--- config.mk ---
export PLATFORM = sky130hd
export DESIGN_NAME = lz10_out_reg
export DESIGN_NICKNAME = d
export VERILOG_FILES = /design/src/design/lz10_pkg.sv /design/src/design/lz10_out_reg.sv
export SDC_FILE = /design/constraint.sdc
export NUM_CORES = 1
export LEC_CHECK = 0
export ABC_AREA = 1
export BUFFER_PORTS_ARGS = -buffer_cell sky130_fd_sc_hd__buf_2
export CAP_MARGIN = 40
export CORE_AREA = 2 2 39 41
export CTS_CLUSTER_DIAMETER = 40
export DETAILED_ROUTE_END_ITERATION = 12
export DIE_AREA = 0 0 41 43
export PLACE_DENSITY = 0.64
export SYNTH_ARGS = -nofsm -noshare
export SYNTH_HDL_FRONTEND = slang
export SYNTH_SLANG_ARGS = --single-unit
--- constraint.sdc ---
create_clock -name clk_i -period 1 [get_ports clk_i]
set_clock_uncertainty 0.1 [all_clocks]
set_input_delay 0.1 -clock clk_i [delete_from_list [all_inputs] [get_ports clk_i]]
set_output_delay 0.1 -clock clk_i [all_outputs]
set_load 0.05 [all_outputs]
--- src/design/lz10_pkg.sv ---
// ----------------------------------------------------------------------------
// LZ10 decoder package
// Shared constants, payload structs and state encodings of the LZ10 decoder.
// ----------------------------------------------------------------------------
package lz10_pkg;

  localparam int unsigned WINDOW_DEPTH = 4096;
  localparam int unsigned HIST_AW      = $clog2(WINDOW_DEPTH);
  localparam int unsigned CFG_W        = 24;
  localparam int unsigned MIN_MATCH    = 3;
  localparam int unsigned FLAG_COUNT   = 8;

  typedef enum logic [1:0] {
    ST_RUN  = 2'd0,
    ST_DONE = 2'd1,
    ST_ERR  = 2'd2
  } status_e;

  typedef enum logic [1:0] {
    PH_FLAG   = 2'd0,
    PH_TOKEN  = 2'd1,
    PH_SECOND = 2'd2
  } phase_e;

  typedef enum logic [2:0] {
    S_IDLE = 3'b001,
    S_EXEC = 3'b010,
    S_COPY = 3'b100
  } state_e;

  typedef struct packed {
    logic [7:0] in_byte;
    logic       in_last;
  } in_item_t;

  typedef struct packed {
    logic [7:0] out_byte;
    logic       byte_valid;
    logic       run_last;
    status_e    status;
  } out_item_t;

endpackage

--- src/design/lz10_out_reg.sv ---
// ----------------------------------------------------------------------------
// LZ10 output register
// One-entry result register on the output channel.
// ----------------------------------------------------------------------------
module lz10_out_reg import lz10_pkg::*; (
  input  logic      clk_i,
  input  logic      rst_ni,
  input  logic      load_i,
  input  out_item_t item_i,
  output logic      free_o,
  output logic      out_valid_o,
  input  logic      out_stall_i,
  output out_item_t out_data_o
);

  logic      valid_q, valid_d;
  out_item_t data_q;

  assign free_o = !valid_q || !out_stall_i;

  always_comb begin
    valid_d = valid_q;
    if (load_i) begin
      valid_d = 1'b1;
    end else if (!out_stall_i) begin
      valid_d = 1'b0;
    end
  end

  always_ff @(posedge clk_i or negedge rst_ni) begin
    if (!rst_ni) begin
      valid_q <= 1'b0;
    end else begin
      valid_q <= valid_d;
    end
  end

  always_ff @(posedge clk_i) begin
    if (load_i) begin
      data_q <= item_i;
    end
  end

  assign out_valid_o = valid_q;
  assign out_data_o  = data_q;

endmodule

After elaboration in Yosys (flattened, before gate mapping). Cells that the tools add are included.

Equal/unequal tests: 1. Muxes and demuxes: 2. Reductions and logical operators: 3.

Operators by type and width (number): logical NOT 1 bit (2); two-way mux 1 bit (2); inequality test 2 bit, second input constant (1); logical OR 1 bit (1).

Bits in registers: 13. Bits of input ports: 16.

Logic depth before layout (Yosys ltp).
Word-level depth: 2. Mapped depth: 2. Gate-level depth less buffers: 2.

Least setup slack after synthesis. No wires, ideal clock.

Path kind: reg2reg. Start point: register, netlist name out_valid_o. End point: register valid_q, in the netlist out_valid_o. Arrival time: 1032 ps. Required time: 828 ps. Slack: -203 ps. Cell stages (with the launch flop): 3. Buffers on the path: 0. Path through: dfrtp_1 > nand2_2 > nand2_2.

RTL lines: end signal: assignment (line lz10_out_reg.sv:34) `valid_q <= valid_d;`; end: declaration (line lz10_out_reg.sv:16) `logic valid_q, valid_d;`.

Worst setup path in the final report.
Start point: register valid_q, in the netlist out_valid_o. End point: output port free_o.

Longest elaborated chain between the ends: 2.

RTL lines: logical NOT 1 bit (line lz10_out_reg.sv:19) `assign free_o = !valid_q || !out_stall_i;`; logical OR 1 bit (line lz10_out_reg.sv:19); end: declaration (line lz10_out_reg.sv:10) `output logic free_o,`.

No other way between the ends.

==> results.yml <==
final_layout:
  nFillCells: 111
  antenna_cells: 0
  final_cells: 79
  drive_above_1_share_pct: 57.1
  multi_input_area_um2: 17.5
  layout.nets: 80
  syn2layout_area_growth_pct: 105
  seqCellArea_um2: 387
logic_synthesis:
  synth.most_common_cell: "edfxtp_1"
  synth.cell_area_um2: 402
  synth_flop_cell: "edfxtp_1"
  yosys.area.top_type: "edfxtp_1"
  synth_edf_count: 12
  syn_inst: 16
  ys_seq_area_share_pct: 96.0
  synth.top_cell.area_share_pct: 89.7
  synth_nets: 32
  syn_area_per_cell_um2: 25.1
  yosys_warnings: 0
  synthTopCellsByCount: "edfxtp_1 (12), nand2_2 (2), dfrtp_1 (1), inv_1 (1)"
  synthArstFlopShare_pct: 7.69
  ys_types: 4
  synth_area_leaders: "edfxtp_1 (90%), dfrtp_1 (6.2%), nand2_2 (3.1%)"
  ys_ff_latch: 13
routing:
  drc: 0
  vias: 318
  drt_first_iter_violations: 0
  via_per_inst: 4.03
  dr.pass1.iters: 1
  wl_per_cell_um: 11.7
  postRouteAntennaNets: 0
  routed_wl_um: 921
min_path:
  hold_path.class: "input port to asynchronous set/reset pin"
placement:
  io_buffers: 29
  dp_slack_ns: 0.0861
  dp.cells: 61
  gp_congestion: 0.593
pwr:
  leakagePower_nw: 0.360
  vdd_drop_max_uv: 838
  p_per_area_nw_per_um2: 1590
  total_power_mw: 1.31
global_route:
  antenna_found_initial: 0
  grt.overflow.total: 0
  grt_max_degree: 14
  grt_pass1_wl_um: 1420
  grt_pass1_vias: 382
  grt.total_usage_pct: 13.2
clock_network:
  clkLatencyLatePin_ns: 0.26
  path_clk_slew_ns: 0.07
  root_buffer: "clkbuf_4"
  cts_made_buffers: 3
  cts_tree: "done"
  clock_sinks: 13
  cts.path.max_buffers: 2
  htreeDepth: 1
timing:
  fmax_mhz: 902
  rsz0062_at_grt: "true"
  setup_viol: 14
  slew-limit-headroom_pct: 81.9
  slew_violations: 0
  fin_ws_ns: -0.109
  hold_viol: 0
  tightest_slew_ns: 0.271
  fin_crit_sh_pct: 111
  period_minus_slack_ns: 1.11
floorplanning:
  start_util_pct: 29.0
  core_area_um2: 1380
  die_y_um: 43
  fp.dieW_um: 41
  io_pins: 30
  row_count: 14
  dieArea_um2: 1760
critical_path:
  start_kind: "flip-flop"
  worst_setup_path_end_kind: "output pin"
  cp.arrival_ns: 0.91
  path_class: "flip-flop to output pin"
  cp_max_fo: 2
  required_ns: 0.80
status:
  outcome: "complete, but fails checks"
  failed_checks: "setup timing"
run:
  cap_viol_max_count: 0
[area by class of cell]
cell class                      instances  area share (%)
Tap cell                               16            2.43
Inverter                                1           0.455
Sequential cell                        13            46.9
Clock buffer                            4            3.19
Timing Repair Buffer                   43            44.9
Multi-Input combinational cell          2            2.12
[what timing repair did]
item                                    in CTS  in global routing
gates cloned                                 0                  0
endpoints found under the hold margin       14                  0
buffers inserted                             0                  1
hold buffers                                13                  0
gates resized for setup                     28                  0
pin swaps                                    0                  1
endpoints found under the setup margin      14                 14
[final timing paths]
check	start	endpoint	slack, ns	cells past startpoint
worst min-delay path	rst_ni	out_valid_o	0.03	2
min in group clk_i	out_stall_i	out_valid_o	0.07	4
worst min register to register	out_valid_o	out_valid_o	0.54	3
max in group asynchronous	rst_ni	out_valid_o	0.68	2
worst max register to register	out_valid_o	out_valid_o	0.15	3
worst max-delay path	out_valid_o	free_o	-0.11	2
[registers in the layout, indices dropped and copies added (netlist names)]
register,count
out_valid_o,1
out_data_o,12
[logic make-up (layout without fill, tap and decap cells)]
| logic type | count (synthesis) | count (layout) | synth area share (%) |
|---|---|---|---|
| and+or+nand+nor | 2 | 2 | 3.11 |
| buffers and inverters | 1 | 48 | 0.934 |
| DFF | 13 | 13 | 96.0 |
[through the flow]
| step | instance area [um2] | hold WS (ns) | util, % | setup TNS [ns] |
|---|---|---|---|---|
| 2_1_floorplan | 408 | -0.296 | - | 0 |
| 3_3_place_gp | 573 | -0.225 | 41.4 | 0 |
| 3_5_place_dp | 573 | -0.225 | 41.4 | 0 |
| 4_1_cts | 817 | -0.0427 | 59.0 | -0.607 |
| 5_1_grt | 825 | 0.0299 | 59.6 | -0.956 |
| 6_report | 825 | 0.0307 | 59.6 | -0.388 |
[per-layer routing]
layer | share of wire (%) | wire length [um] | global-route usage (%) | vias up
met5 | 0 | 0 | 0 | -
met4 | 0.87 | 8 | 12.0 | 0
met3 | 14 | 126 | 4.19 | 2
met2 | 49 | 453 | 20.9 | 29
met1 | 36 | 332 | 12.2 | 134
li1 | - | - | - | 153
[report_power, final]
group	internal, mW	total (mW)	switching (mW)
Clock	0.154	0.308	0.154
Combinational	0.141	0.343	0.202
Sequential	0.642	0.662	0.0201
Total	0.937	1.31	0.376
[cell usage in the layout, fill, tap and decap left out]
master,n
inv_1,1
buf_2,15
dlygate4sd3_1,13
clkbuf_4,3
nand2_4,1
dfrtp_2,1
nand2_2,1
buf_4,2
clkbuf_1,1
buf_8,1
buf_6,12
edfxtp_1,12
[critical path, stage by stage, from the launching register on]
cell and delay (ns):
dfrtp_2 0.43, nand2_4 0.08, buf_8 0.14
Power figures use the tool's default switching activity.
